## src/rtl/sla_pkg.sv

```systemverilog
package sla_pkg;

  // Default line capacity; the store holds one character fewer
  localparam int unsigned LINE_CAPACITY_DEF = 64;

  // Character codes with special meaning
  localparam logic [7:0] CHAR_LF = 8'h0A;
  localparam logic [7:0] CHAR_CR = 8'h0D;

  // Field widths
  localparam int unsigned BYTE_W     = 8;
  localparam int unsigned TIMER_W    = 16;
  localparam int unsigned CFG_IDX_W  = 1;
  localparam int unsigned CFG_DATA_W = 16;

  localparam logic [TIMER_W-1:0] TIMER_MAX = 16'hFFFF;

  // Register indexes
  localparam logic [CFG_IDX_W-1:0] REG_BRIDGE_ENABLE = 1'd0;
  localparam logic [CFG_IDX_W-1:0] REG_NOTICE_IVAL   = 1'd1;

  // Register reset values
  localparam logic                  ENABLE_RST = 1'b1;
  localparam logic [TIMER_W-1:0]    IVAL_RST   = 16'd1000;

  // Input beat kinds (tuser on the slave side)
  localparam logic REQ_BYTE = 1'b0;
  localparam logic REQ_TICK = 1'b1;

  // Result kinds (tuser on the master side)
  localparam logic KIND_CHAR   = 1'b0;
  localparam logic KIND_NOTICE = 1'b1;

  // Sequencer states
  typedef enum logic [1:0] {
    ST_IDLE,
    ST_NOTICE,
    ST_FETCH,
    ST_EMIT
  } sla_state_e;

  // One result beat handed to the output register
  typedef struct packed {
    logic              kind;
    logic [BYTE_W-1:0] data;
    logic              last;
  } out_beat_t;

endpackage

```

## src/rtl/sla_line_mem.sv

```systemverilog
module sla_line_mem #(
  parameter int unsigned DEPTH = 63,
  parameter int unsigned AW    = 6
) (
  input  logic                      clk_i,
  input  logic                      we_i,
  input  logic [AW-1:0]             waddr_i,
  input  logic [sla_pkg::BYTE_W-1:0] wdata_i,
  input  logic                      re_i,
  input  logic [AW-1:0]             raddr_i,
  output logic [sla_pkg::BYTE_W-1:0] rdata_o
);

  logic [sla_pkg::BYTE_W-1:0] mem_q [DEPTH];
  logic [sla_pkg::BYTE_W-1:0] rdata_q;

  // Write port
  always_ff @(posedge clk_i) begin
    if (we_i) begin
      mem_q[waddr_i] <= wdata_i;
    end
  end

  // Registered read port; data holds while re_i is low
  always_ff @(posedge clk_i) begin
    if (re_i) begin
      rdata_q <= mem_q[raddr_i];
    end
  end

  assign rdata_o = rdata_q;

endmodule

```

## src/rtl/sla_out_reg.sv

```systemverilog
module sla_out_reg (
  input  logic                       clk_i,
  input  logic                       rst_ni,
  input  logic                       ld_i,
  input  sla_pkg::out_beat_t         beat_i,
  output logic                       free_o,
  output logic                       m_axis_tvalid,
  input  logic                       m_axis_tready,
  output logic [sla_pkg::BYTE_W-1:0] m_axis_tdata,  // [7:0] out_byte
  output logic                       m_axis_tuser,  // [0] result_kind
  output logic                       m_axis_tlast   // last_item
);

  logic               valid_q, valid_d;
  sla_pkg::out_beat_t beat_q;

  // Slot is free when empty or being drained this cycle
  assign free_o = !valid_q || m_axis_tready;

  always_comb begin
    valid_d = valid_q;
    if (m_axis_tready) begin
      valid_d = 1'b0;
    end
    if (ld_i) begin
      valid_d = 1'b1;
    end
  end

  always_ff @(posedge clk_i or negedge rst_ni) begin
    if (!rst_ni) begin
      valid_q <= 1'b0;
    end else begin
      valid_q <= valid_d;
    end
  end

  // Payload, no reset
  always_ff @(posedge clk_i) begin
    if (ld_i) begin
      beat_q <= beat_i;
    end
  end

  assign m_axis_tvalid = valid_q;
  assign m_axis_tdata  = beat_q.data;
  assign m_axis_tuser  = beat_q.kind;
  assign m_axis_tlast  = beat_q.last;

endmodule

```

## src/rtl/serial_line_assembler.sv

```systemverilog
// Channel   | Dir | Handshake                   | Payload
// ----------+-----+-----------------------------+-------------------------------------
// s_axis    | in  | s_axis_tvalid_i/tready_o    | tuser: req_type, tdata: rx_byte
// m_axis    | out | m_axis_tvalid_o/tready_i    | tuser: result_kind, tdata: out_byte,
//           |     |                             | tlast: last_item
// cfg       | in  | cfg_we_i                    | cfg_idx_i, cfg_wdata_i
//
// Bytes and ticks are accepted only while idle. A newline ending a line runs
// through the accept, a fetch of the first character from the line memory, then
// one character per cycle while the output is free, each read issued as the
// previous beat is loaded. A truncation notice has its own state. Output
// back-pressure stalls the emit sequence beat for beat. Reset clears control
// state only; the line memory needs no clearing as only the current line is read.
module serial_line_assembler #(
  parameter int unsigned LINE_CAPACITY = sla_pkg::LINE_CAPACITY_DEF
) (
  input  logic                           clk_i,
  input  logic                           rst_ni,
  input  logic                           s_axis_tvalid_i,
  output logic                           s_axis_tready_o,
  input  logic [sla_pkg::BYTE_W-1:0]     s_axis_tdata_i,  // [7:0] rx_byte
  input  logic                           s_axis_tuser_i,  // [0] req_type
  output logic                           m_axis_tvalid_o,
  input  logic                           m_axis_tready_i,
  output logic [sla_pkg::BYTE_W-1:0]     m_axis_tdata_o,  // [7:0] out_byte
  output logic                           m_axis_tuser_o,  // [0] result_kind
  output logic                           m_axis_tlast_o,  // last_item
  input  logic                           cfg_we_i,
  input  logic [sla_pkg::CFG_IDX_W-1:0]  cfg_idx_i,
  input  logic [sla_pkg::CFG_DATA_W-1:0] cfg_wdata_i
);

  localparam int unsigned DEPTH = LINE_CAPACITY - 1;
  localparam int unsigned AW    = (DEPTH > 1) ? $clog2(DEPTH) : 1;
  localparam int unsigned LW    = $clog2(LINE_CAPACITY);

  sla_pkg::sla_state_e state_q, state_d;

  logic [LW-1:0]                   len_q, len_d;
  logic [AW-1:0]                   idx_q, idx_d;
  logic                            discard_q, discard_d;
  logic [sla_pkg::TIMER_W-1:0]     timer_q, timer_d;
  logic                            enable_q, enable_d;
  logic [sla_pkg::TIMER_W-1:0]     ival_q, ival_d;

  logic                            mem_we;
  logic                            mem_re;
  logic [AW-1:0]                   mem_raddr;
  logic [sla_pkg::BYTE_W-1:0]      mem_rdata;

  logic                            out_ld;
  logic                            out_free;
  sla_pkg::out_beat_t              out_beat;
  logic                            last_char;

  // Line memory; writes happen only while idle, so no read overlaps a write
  sla_line_mem #(
    .DEPTH (DEPTH),
    .AW    (AW)
  ) u_line_mem (
    .clk_i   (clk_i),
    .we_i    (mem_we),
    .waddr_i (len_q[AW-1:0]),
    .wdata_i (s_axis_tdata_i),
    .re_i    (mem_re),
    .raddr_i (mem_raddr),
    .rdata_o (mem_rdata)
  );

  // Result register towards the master side
  sla_out_reg u_out_reg (
    .clk_i         (clk_i),
    .rst_ni        (rst_ni),
    .ld_i          (out_ld),
    .beat_i        (out_beat),
    .free_o        (out_free),
    .m_axis_tvalid (m_axis_tvalid_o),
    .m_axis_tready (m_axis_tready_i),
    .m_axis_tdata  (m_axis_tdata_o),
    .m_axis_tuser  (m_axis_tuser_o),
    .m_axis_tlast  (m_axis_tlast_o)
  );

  assign last_char = ((LW'(idx_q) + LW'(1)) == len_q);

  // Next state and datapath control
  always_comb begin
    state_d         = state_q;
    len_d           = len_q;
    idx_d           = idx_q;
    discard_d       = discard_q;
    timer_d         = timer_q;
    enable_d        = enable_q;
    ival_d          = ival_q;
    mem_we          = 1'b0;
    mem_re          = 1'b0;
    mem_raddr       = idx_q;
    out_ld          = 1'b0;
    out_beat        = '{kind: sla_pkg::KIND_CHAR, data: mem_rdata, last: last_char};
    s_axis_tready_o = 1'b0;

    case (state_q)
      sla_pkg::ST_IDLE: begin
        s_axis_tready_o = 1'b1;
        if (s_axis_tvalid_i) begin
          if (s_axis_tuser_i == sla_pkg::REQ_TICK) begin
            // saturating millisecond count
            if (timer_q != sla_pkg::TIMER_MAX) begin
              timer_d = timer_q + sla_pkg::TIMER_W'(1);
            end
          end else if (enable_q) begin
            if (discard_q) begin
              if (s_axis_tdata_i == sla_pkg::CHAR_LF) begin
                discard_d = 1'b0;
                len_d     = '0;
              end
            end else if (s_axis_tdata_i == sla_pkg::CHAR_CR) begin
              // dropped
            end else if (s_axis_tdata_i == sla_pkg::CHAR_LF) begin
              if (len_q != '0) begin
                idx_d   = '0;
                state_d = sla_pkg::ST_FETCH;
              end
            end else if (len_q < LW'(DEPTH)) begin
              mem_we = 1'b1;
              len_d  = len_q + LW'(1);
            end else begin
              // overflow: drop the line, notice if the interval has passed
              len_d     = '0;
              discard_d = 1'b1;
              if (timer_q >= ival_q) begin
                timer_d = '0;
                state_d = sla_pkg::ST_NOTICE;
              end
            end
          end
        end
      end

      sla_pkg::ST_NOTICE: begin
        if (out_free) begin
          out_ld   = 1'b1;
          out_beat = '{kind: sla_pkg::KIND_NOTICE, data: '0, last: 1'b1};
          state_d  = sla_pkg::ST_IDLE;
        end
      end

      sla_pkg::ST_FETCH: begin
        // first character read
        mem_re  = 1'b1;
        state_d = sla_pkg::ST_EMIT;
      end

      sla_pkg::ST_EMIT: begin
        // read data belongs to idx_q and holds across stalls
        if (out_free) begin
          out_ld = 1'b1;
          if (last_char) begin
            len_d   = '0;
            state_d = sla_pkg::ST_IDLE;
          end else begin
            idx_d     = idx_q + AW'(1);
            mem_re    = 1'b1;
            mem_raddr = idx_q + AW'(1);
          end
        end
      end

      default: begin
        state_d = sla_pkg::ST_IDLE;
      end
    endcase

    // Register writes
    if (cfg_we_i) begin
      case (cfg_idx_i)
        sla_pkg::REG_BRIDGE_ENABLE: begin
          enable_d  = cfg_wdata_i[0];
          len_d     = '0;
          discard_d = 1'b0;
        end
        sla_pkg::REG_NOTICE_IVAL: begin
          ival_d = cfg_wdata_i[sla_pkg::TIMER_W-1:0];
        end
        default: begin
        end
      endcase
    end
  end

  // Control and register state
  always_ff @(posedge clk_i or negedge rst_ni) begin
    if (!rst_ni) begin
      state_q   <= sla_pkg::ST_IDLE;
      len_q     <= '0;
      idx_q     <= '0;
      discard_q <= 1'b0;
      timer_q   <= '0;
      enable_q  <= sla_pkg::ENABLE_RST;
      ival_q    <= sla_pkg::IVAL_RST;
    end else begin
      state_q   <= state_d;
      len_q     <= len_d;
      idx_q     <= idx_d;
      discard_q <= discard_d;
      timer_q   <= timer_d;
      enable_q  <= enable_d;
      ival_q    <= ival_d;
    end
  end

endmodule

```

## config.mk

```make
export PLATFORM = sky130hd
export DESIGN_NAME = serial_line_assembler
export DESIGN_NICKNAME = d
export VERILOG_FILES = /design/src/rtl/sla_pkg.sv /design/src/rtl/sla_line_mem.sv /design/src/rtl/sla_out_reg.sv /design/src/rtl/serial_line_assembler.sv
export SDC_FILE = /design/constraint.sdc
export NUM_CORES = 1
export LEC_CHECK = 0
export ABC_AREA = 0
export BUFFER_PORTS_ARGS = -buffer_cell sky130_fd_sc_hd__buf_2
export CAP_MARGIN = 20
export CORE_UTILIZATION = 35
export DETAILED_ROUTE_END_ITERATION = 6
export SLEW_MARGIN = 20
export SYNTH_ARGS = -nofsm -noshare
export SYNTH_HDL_FRONTEND = slang
export SYNTH_HIERARCHICAL = 1
export SYNTH_SLANG_ARGS = --single-unit
```

## constraint.sdc

```tcl
create_clock -name clk_i -period 4.13 [get_ports clk_i]
set_input_delay 0.6195 -clock clk_i [delete_from_list [all_inputs] [get_ports clk_i]]
set_output_delay 0.6195 -clock clk_i [all_outputs]
set_load 0.02 [all_outputs]
```

# [Word-level counts from Yosys, hierarchy flattened]
# Memories as Yosys holds them, arrays and structs flattened. A register that Yosys moved wholly into a read port is not among the register bits.
# Index checks and enable logic that the tools add are counted.
[word_totals] reg_bits=59 latchBits=0 mem_bits_rw=504 rom_bits=0 in_bits=31 out_inout_bits=12 wordCells=133 n_memories=1
[mem_list] memory="u_line_mem.mem_q" depth=63 word_bits=8 rd=1 rd_clocked_by_memory_dff=1 wr=1 line="sla_line_mem.sv:14" rtl="logic [sla_pkg::BYTE_W-1:0] mem_q [DEPTH];"
[classes] addsub=3 n_mul=0 n_div=0 n_lt_le_gt_ge=2 n_eq_ne=25 n_shift=0 mux=76 n_bitwise=1 reduce_logical=14
[op_table] op="two-way mux 6 bit" count=22
[op_table] op="two-way mux 16 bit" count=8
[op_table] op="two-way mux 1 bit" count=28
[op_table] op="!= test 2 bit, second input constant" count=14
[op_table] op="two-way mux 2 bit" count=12
[op_table] op="case mux 6 bit (2 select lines)" count=2
[op_table] op="adder 16 x 1 -> 16 bit, second input constant" count=1
[op_table] op="== test 8 x 4 -> 1 bit, second input constant" count=2
[op_table] op="greater-or-equal comparator 16 bit" count=1
[op_table] op="!= test 16 bit, second input constant" count=1
[op_table] op="adder 6 x 1 -> 6 bit, second input constant" count=2
[op_table] op="AND reduction 11 bit" count=1
[op_table] op="two-way mux 10 bit" count=1
[op_table] op="two-way mux 9 bit" count=1
[op_table] op="!= test 3 bit, second input constant" count=3
[op_table] op="AND reduction 9 bit" count=1
[op_table] op="case mux 2 bit (4 select lines)" count=1
[op_table] op="AND reduction 8 bit" count=1
[op_table] op="nonzero test 2 bit" count=4
[op_table] op="== test 6 bit" count=1
[op_table] op="less-than comparator 6 bit, second input constant" count=1
[op_table] op="nonzero test 6 bit" count=1
[op_table] op="== test 2 bit, second input constant" count=2
[op_table] op="AND reduction 2 bit" count=2
[op_table] op="8 further kinds" count=8

# [Longest topological paths before layout]
# Gate-level depths: netlist of run 1.
[logic_depth] depth_word=11 depth_mapped=16 depth_no_buf=13

# [By module]
# The synthesis of run 1 kept the hierarchy.
[modules_own_cells] module="sla_line_mem" instances=1 cells_per_inst=951 area_each_um2=19924.1 seq_area_each_um2=15374.7
[modules_own_cells] module="serial_line_assembler" instances=1 cells_per_inst=383 area_each_um2=3437.0 seq_area_each_um2=1209.9
[modules_own_cells] module="sla_out_reg" instances=1 cells_per_inst=13 area_each_um2=347.8 seq_area_each_um2=325.3

# [Least setup slack after synthesis of run 1]
# Ideal clock, no wire load.
[synth_path] path_kind="reg2reg" from="reg len_q[2]" to="reg u_line_mem.rdata_q (netlist bit u_line_mem/rdata_o[4]), read port of u_line_mem.mem_q, data pin" setup_ps=259 t_arrival_ps=3423 required_ps=3871 setup_slack_ps=448 path_stages_with_launch=14 path_buffers=3 period_less_slack_ps=3682 cell_sequence="dfrtp_1 buf_2 nor3b_1 o21a_1 o31a_1 nand3_1 nand3_1 o21ai_0 buf_2 buf_1 mux4_2 a221oi_1 nand2_1 a211o_1"
[synth_between] elab_chain_len=4 elab_cells_between_ends=7 classes_between="eq/ne: 1; mux: 6"
[synth_lines] element="start: declaration" line="serial_line_assembler.sv:39" rtl="logic [LW-1:0] len_q, len_d;"
[synth_lines] element="start signal: assignment" line="serial_line_assembler.sv:203" rtl="len_q <= len_d;"
[synth_lines] element="== test 6 bit" line="serial_line_assembler.sv:84" rtl="assign last_char = ((LW'(idx_q) + LW'(1)) == len_q);"
[synth_lines] element="two-way mux 6 bit (2 in a row)"
[synth_lines] element="two-way mux 6 bit" line="serial_line_assembler.sv:102" rtl="case (state_q)"
[synth_lines] element="via mem_raddr[1]" line="serial_line_assembler.sv:48" rtl="logic [AW-1:0] mem_raddr;"
[synth_lines] element="end: declaration" line="sla_line_mem.sv:15" rtl="logic [sla_pkg::BYTE_W-1:0] rdata_q;"
# The timed path passes the listed nets, and every way through them passes these cells.
# A chain may end at the register's enable or synchronous reset.

# [Worst setup path in the final report of run 1]
[layout_path] from="reg idx_q[1]" to="reg u_line_mem.rdata_q (netlist bit u_line_mem/rdata_o[5]), read port of u_line_mem.mem_q, data pin"
[layout_between] elab_chain_len=5 elab_cells_between_ends=8 classes_between="add/sub: 1; eq/ne: 1; mux: 6"
[layout_lines] element="start: declaration" line="serial_line_assembler.sv:40" rtl="logic [AW-1:0] idx_q, idx_d;"
[layout_lines] element="start signal: assignment" line="serial_line_assembler.sv:204" rtl="idx_q <= idx_d;"
[layout_lines] element="adder 6 x 1 -> 6 bit" line="serial_line_assembler.sv:84"
[layout_lines] element="== test 6 bit" line="serial_line_assembler.sv:84"
[layout_lines] element="two-way mux 6 bit (2 in a row)"
[layout_lines] element="two-way mux 6 bit" line="serial_line_assembler.sv:102"
[layout_lines] element="via mem_raddr[0]" line="serial_line_assembler.sv:48"
# The timed path passes the listed nets, and every way through them passes these cells.

==> results of run 1 <==
repair_timing:
item                                    CTS  global route
endpoints found under the setup margin    0             6
hold endpoints to repair                 10             0
buffers inserted                          0             0
resized for setup                         0             1
hold buffers                              1             0
stage by stage:
stage	cell area [sq um]	worst slack [ps]	hold slack (ps)	total power (uW)	utilization, %
4_1_cts	27300	104	204	13000	40.7
3_5_place_dp	25300	126	495	7640	37.7
2_1_floorplan	23700	448	324	7190	-
6_report	27300	215	242	12900	40.7
5_1_grt	27300	30.0	217	13300	40.7
3_3_place_gp	25300	138	494	7610	37.7
sequential cells by signal, summed over array words and instances (netlist names):
| name | flops |
|---|---|
| u_line_mem/mem_q | 504 |
| ival_q | 16 |
| timer_q | 16 |
| u_line_mem/rdata_o | 8 |
| u_out_reg/m_axis_tdata | 8 |
| idx_q | 6 |
| len_q | 6 |
| state_q | 2 |
| discard_q | 1 |
| enable_q | 1 |
| u_out_reg/m_axis_tlast | 1 |
| u_out_reg/m_axis_tuser | 1 |
| u_out_reg/m_axis_tvalid | 1 |
routing by layer:
metal | vias to the layer above | wire length (um) | share of wire [%] | global-route usage (%)
met1 | 6663 | 23800 | 42 | 21.8
met4 | 0 | 1480 | 2.6 | 4.86
met5 | - | 0 | 0 | 0
li1 | 5621 | - | - | -
met3 | 91 | 3060 | 5.5 | 2.98
met2 | 409 | 27700 | 50 | 27.3
final cells by class:
cell class                      count  area [sq um]
Fill cell                        5946         39800
Inverter                           28           105
Tap cell                          873          1090
Clock buffer                       70          1520
Sequential cell                   571         16900
Clock inverter                     37           450
Multi-Input combinational cell    678          6330
Timing Repair Buffer              114           878
critical path, stage by stage, from the launching register on:
cell	delay, ps
dfrtp_1	420
ha_1	330
xor2_1	170
nor3_1	270
nand3_1	170
nand3_2	190
xnor2_2	160
buf_12	220
buf_12	200
mux4_1	590
a22oi_1	320
nand3_1	260
a211o_1	340
worst paths after layout:
kind | from | endpoint | slack [ps] | cells after the start
hold / removal | cfg_wdata_i[14] | ival_q[14] | 240 | 2
hold reg to reg | ival_q[1] | ival_q[1] | 510 | 1
min in group asynchronous | rst_ni | ival_q[13] | 560 | 2
max in group asynchronous | rst_ni | enable_q | 2760 | 3
setup reg to reg | idx_q[1] | u_line_mem/rdata_o[5] | 220 | 12
setup / recovery | idx_q[1] | u_line_mem/rdata_o[5] | 220 | 12
power by group through the flow:
stage               Sequential, uW  Clock, uW  Combinational, uW
finish                        6500       5390                998
CTS                           6510       5510               1010
detailed placement            6630          0               1010
global route                  6520       5730               1090
global placement              6620          0                989
floorplan                     6670          0                516
layout by cell type, fill, tap and decap left out, drive strengths merged, types with 4 or more instances in the layout:
master | netlist | layout
clkinvlp | 0 | 4
nand4 | 4 | 4
a211oi | 18 | 18
nor2b | 21 | 21
o211ai | 8 | 8
ha | 25 | 25
o221ai | 7 | 7
a211o | 7 | 7
nor4 | 4 | 4
nor2 | 88 | 88
xor2 | 7 | 7
a22oi | 29 | 29
and2 | 15 | 15
nand3b | 5 | 5
o31ai | 4 | 4
o21ai | 33 | 33
nand2b | 13 | 13
and4 | 5 | 5
clkbuf | 25 | 70
inv | 28 | 28
dfrtp | 42 | 42
nand3 | 42 | 42
clkinv | 0 | 23
nand2 | 53 | 53
a31oi | 8 | 8
or3 | 12 | 12
bufinv | 0 | 10
mux2 | 16 | 16
dfstp | 7 | 7
o22ai | 15 | 15
nor3 | 20 | 20
xnor2 | 5 | 5
mux4 | 113 | 113
buf | 45 | 113
mux2i | 29 | 29
a21oi | 34 | 34
edfxtp | 522 | 522
logic make-up (layout without fill, tap and decap cells):
kind of cell	Yosys count	count (layout)	share of synthesized area (%)
AOI/OAI and AO/OA	183	183	5.22
xor gates and xnor gates	12	12	0.443
adders and majority gates	25	25	1.32
buffers and inverters	98	249	2.25
DFF	571	571	71.3
muxes	158	158	12.9
and+or+nand+nor	300	300	6.52
==> impl_metrics.py, run 1 <==
metrics = {
    "status": {
        "status": "finished clean",
    },
    "final_layout": {
        "areaGrowthSynthToFinish_pct": 15.1,
        "fin_cells": 2371,
        "num_antenna_cells": 0,
        "nets": 1506,
        "drive_gt1_share_pct": 23.2,
    },
    "floorplan": {
        "fp-row-count": 95,
        "start_util_pct": 35.4,
        "pin_count": 43,
        "core_area_sq_um": 67000,
        "die-area_sq_um": 68800,
        "fp.dieW_um": 262,
        "fp.dieH_um": 262,
    },
    "timing": {
        "clock_skew_ps": 24.2,
        "worst_slew_pin_slew_ps": 955,
        "maxSlewViolCount": 0,
        "min_period_ps": 3910,
        "relSlewSlack_pct": 36.1,
        "finalHoldViolations": 0,
        "post-route-period-util_pct": 94.8,
        "rsz0062_at_grt": "no",
        "setup_tns_ps": 0,
        "setup_viol": 0,
        "max_freq_mhz": 255,
    },
    "job": {
        "cap_violations": 0,
    },
    "yosys": {
        "synth_area_sq_um": 23700,
        "synthTopCellsByArea": "edfxtp_1 (66%), mux4_2 (9.5%), dfrtp_1 (4.4%)",
        "syn-instance-count": 1347,
        "syn_nets": 1403,
        "async_flop_share_pct": 8.58,
        "synth_top_area_share_pct": 66.1,
        "synth_cell_types": 72,
        "yosysSeqAreaShare_pct": 71.3,
        "netlist_top_cells_count": "edfxtp_1 (522), mux4_2 (100), nor2_1 (87)",
        "yosys_warnings": 6,
        "synth-main-ff-cell": "edfxtp_1",
        "synth_top_cell_by_area": "edfxtp_1",
        "syn_avg_cell_area_sq_um": 17.6,
        "synth-edff-count": 522,
        "yosysMostFrequentCell": "edfxtp_1",
        "ys_ff_latch": 571,
    },
    "power_and_ir_drop": {
        "pwr-share-clk_pct": 41.8,
        "switching_share_pct": 22.3,
        "p_leak_uw": 0.00883,
        "seqPwrFrac_pct": 50.4,
        "combinationalPowerShare_pct": 7.7,
        "switching_power_uw": 2870,
        "p_int_uw": 10000,
        "vdd_ir_drop_max_v": 0.000328,
        "power.density_nw_per_um2": 473,
    },
    "setup_path": {
        "critPathRequiredTime_ps": 4480,
        "arrival_ps": 4270,
        "critPathMaxFanout": 16,
        "start_kind": "register",
        "path_class": "register to register",
        "end_kind": "register",
    },
    "global_route": {
        "grt_max_degree": 66,
        "track_usage_pct": 16.4,
        "antenna_found_initial": 1,
        "grt_pass1_vias": 12986,
        "overflow": 0,
        "grt_first_pass_wirelength_mm": 84.3,
    },
    "drt": {
        "vias_per_cell": 5.39,
        "dr.pass1.iters": 5,
        "drt_iter0_drc": 1269,
        "drcViolationCount": 0,
        "wl_per_cell_um": 23.6,
        "wirelength_mm": 56.1,
        "route.vias.total": 12784,
        "detail-route-antenna-nets": 0,
    },
    "clock_tree": {
        "htreeDepth": 2,
        "clkTransAtPathRegs_ps": 60,
        "clk_latency_ps": 620,
        "cts-buffers-inserted": 57,
        "cts-root-buf": "clkbuf_16",
        "ctsLongestPathBuffers": 3,
        "cts_tree": "built",
        "cts_num_sinks": 571,
    },
    "place": {
        "dp.final_hpwl_mm": 36.5,
        "place_congestion": 0.837,
        "dp_cells": 2263,
        "io_buffer_count": 42,
    },
    "worst_hold_path": {
        "hold_class": "primary input to register",
    },
}
Power figures use the tool's default switching activity.
==> run 2: changes to the inputs <==
ABC_AREA = 1   (was 0)
SLEW_MARGIN = default   (was 20)
==> impl_metrics.py, run 2 <==
metrics = {
    "status": {
        "status": "finished clean",
    },
    "yosys": {
        "synthTopCellsByArea": "edfxtp_1 (63%), nand2_1 (12%), nand3_1 (9.7%)",
        "synthAdderAreaFrac_pct": 1.25,
        "synth_top_family_by_area": "simple AND/OR/NAND/NOR gates",
        "synth_area_sq_um": 25000,
        "synth_top_area_share_pct": 62.6,
        "synth_cell_types": 38,
        "synth-edff-count": 522,
        "syn-instance-count": 2360,
        "yosysSeqAreaShare_pct": 67.5,
        "synth_mux_area_share_pct": 0,
        "yosysMostFrequentCell": "nand2_1",
        "syn_nets": 2416,
        "synth-xor-area-share_pct": 0.455,
        "syn_avg_cell_area_sq_um": 10.6,
        "synth_compound_area_share_pct": 1.50,
        "synth-main-ff-cell": "edfxtp_1",
        "yosys_warnings": 6,
        "yosys.area_share.simple_pct": 25.0,
        "ys_ff_latch": 571,
        "async_flop_share_pct": 8.58,
        "netlist_top_cells_count": "nand2_1 (774), edfxtp_1 (522), nand3_1 (484)",
        "synth_top_cell_by_area": "edfxtp_1",
    },
    "drt": {
        "wl_per_cell_um": 18.9,
        "drt_iter0_drc": 1915,
        "detail-route-antenna-nets": 0,
        "wirelength_mm": 64.4,
        "drcViolationCount": 0,
        "vias_per_cell": 5.15,
        "dr.pass1.iters": 5,
        "route.vias.total": 17505,
    },
    "global_route": {
        "track_usage_pct": 17.5,
        "grt_max_degree": 75,
        "grt_first_pass_wirelength_mm": 99.9,
        "antenna_found_initial": 0,
        "overflow": 0,
        "grt_pass1_vias": 17129,
    },
    "floorplan": {
        "core_area_sq_um": 70400,
        "fp.dieH_um": 270,
        "pin_count": 43,
        "fp.dieW_um": 270,
        "start_util_pct": 35.6,
        "die-area_sq_um": 72600,
        "fp-row-count": 97,
    },
    "timing": {
        "max_freq_mhz": 260,
        "maxSlewViolCount": 0,
        "rsz0062_at_grt": "no",
        "clock_skew_ps": 36.0,
        "setup_viol": 0,
        "finalWorstSetupSlack_ps": 279,
        "finalHoldViolations": 0,
        "post-route-period-util_pct": 93.2,
        "setup_tns_ps": 0,
        "relSlewSlack_pct": 33.7,
        "min_period_ps": 3850,
        "worst_slew_pin_slew_ps": 992,
    },
    "final_layout": {
        "num_antenna_cells": 0,
        "fin_cells": 3401,
        "reg_top3": "u_line_mem/mem_q: 504 flops, ival_q: 16 flops, timer_q: 16 flops",
        "areaGrowthSynthToFinish_pct": 13.0,
        "postLayoutCellArea_sq_um": 28300,
        "final-seq-area_sq_um": 16900,
        "regMostFlops": "u_line_mem/mem_q",
        "nFillCells": 6791,
        "utilization_pct": 40.2,
        "drive_gt1_share_pct": 9.71,
        "layout_common_cells": "nand2_1 (774), edfxtp_1 (522), nand3_1 (484)",
        "largest_reg_flops": 504,
        "multiInputGateArea_sq_um": 7100,
        "final_common_cell": "nand2_1",
        "nets": 2470,
    },
    "place": {
        "dp.final_hpwl_mm": 39.7,
        "dpl_cell_area_sq_um": 26500,
        "place_congestion": 0.871,
        "detailedPlace.worstSlack_ps": 355,
        "io_buffer_count": 42,
        "dp_cells": 3296,
    },
    "power_and_ir_drop": {
        "power.density_nw_per_um2": 412,
        "vdd_ir_drop_max_v": 0.000334,
        "p_leak_uw": 0.0106,
    },
    "clock_tree": {
        "cts-buffers-inserted": 56,
        "clk_latency_ps": 620,
        "cts_num_sinks": 571,
        "cts_resized": 0,
        "holdBufCountCts": 0,
        "htreeDepth": 2,
        "ctsLongestPathBuffers": 3,
        "clkTransAtPathRegs_ps": 60,
        "cts_tree": "built",
        "postCtsSetupRepairBufs": 0,
        "cts-root-buf": "clkbuf_16",
    },
    "setup_path": {
        "crit_chain": "ha_1 > inv_1 > nand2_1 > nand2_1 > nand2_1 > nand3_1 > nor2_1 > nand3_4 > nand2_2 > nand2_1 > nand3_1 > o21ai_4 > inv_6 > buf_12 > buf_12 > nand2_1 > nand3_1 > nand3_1 > nand2_1 > nand2_1 > nand3_1 > nand3_1 > nand2_1",
        "critPathMaxFanout": 46,
        "path_delay_family": "simple AND/OR/NAND/NOR gates",
        "worst_path_most_repeated_cell": "nand2_1",
        "cp_slowest_cell": "dfrtp_1",
        "slowest_delay_ps": 520,
        "worstPathBufferInverterCount": 4,
        "path_class": "register to register",
        "r2r_slack_ps": 280,
        "arrival_ps": 4340,
        "start_kind": "register",
        "end_kind": "register",
        "critPathRequiredTime_ps": 4620,
    },
    "worst_hold_path": {
        "hold_class": "primary input to asynchronous set/reset pin",
    },
    "job": {
        "cap_violations": 0,
    },
}
run 2: cell types whose count changed in the layout (fill, tap and decap cells not counted), sizes merged, moves of 15 or more:
cell    previous run  this run
nor2b             21         0
a211oi            18         1
mux2              16         0
mux4             113         0
nand3             42       488
o22ai             15         0
a22oi             29         1
nand2             53       783
mux2i             29         0
inv               28        96
nor2              88       147
and2              15         0
run 2: metal layers:
metal  vias to the layer above  GRT usage [%]  part of all wire (%)
met1                      8505           23.4                    42
met5                         -              0                     0
met3                        99           4.07                   8.5
met2                       677           28.2                    47
li1                       8224              -                     -
met4                         0           5.55                   2.7
run 2: metrics by stage:
stage / total power (uW) / hold slack, ps
finish: 11700 / 125
CTS: 11800 / 107
floorplan: 6630 / 324
global route: 12000 / 146
global placement: 6810 / 469
detailed placement: 6820 / 483
run 2: cell families (layout without fill, tap and decap cells):
family,after synthesis,count (layout)
flops,571,571
xor+xnor,13,13
simple gates,1461,1461
compound gates,70,70
fa+ha+maj,25,25
buf+inv,220,321
run 2: power by group:
part,switching (uW),leakage [uW],internal (uW)
logic,247,0.00442,82.8
clock network,2190,0.000880,2770
registers,20.6,0.00532,6350
total,2460,0.0106,9200
run 2: path summary, 6_finish.rpt:
path / start / endpoint / cells after the start
setup reg to reg: idx_q[0] / u_line_mem/rdata_o[5] / 23
setup / recovery: idx_q[0] / u_line_mem/rdata_o[5] / 23
min in group clk_i: cfg_wdata_i[6] / ival_q[6] / 3
hold / removal: rst_ni / idx_q[1] / 2
hold reg to reg: ival_q[7] / ival_q[7] / 2
max in group asynchronous: rst_ni / timer_q[6] / 2
run 2: worst reg2reg max path: cells and delay by family (launching register included):
| kind | cells | cell delay, ps |
|---|---|---|
| AND/OR/NAND/NOR | 17 | 1910 |
| adder cells (fa/ha/maj) | 1 | 310 |
| flip-flops | 1 | 520 |
| buffers and inverters | 4 | 880 |
| AO/OA/AOI/OAI | 1 | 110 |
run 2: cell type report:
class                   instances  area share (%)
clock buffers                  74            5.33
clock inverters                31           0.973
inverters                      96            1.30
multi-input cells            1569            25.1
flip-flops and latches        571            59.8
well taps                     940            4.16
repair buffers                120            3.39
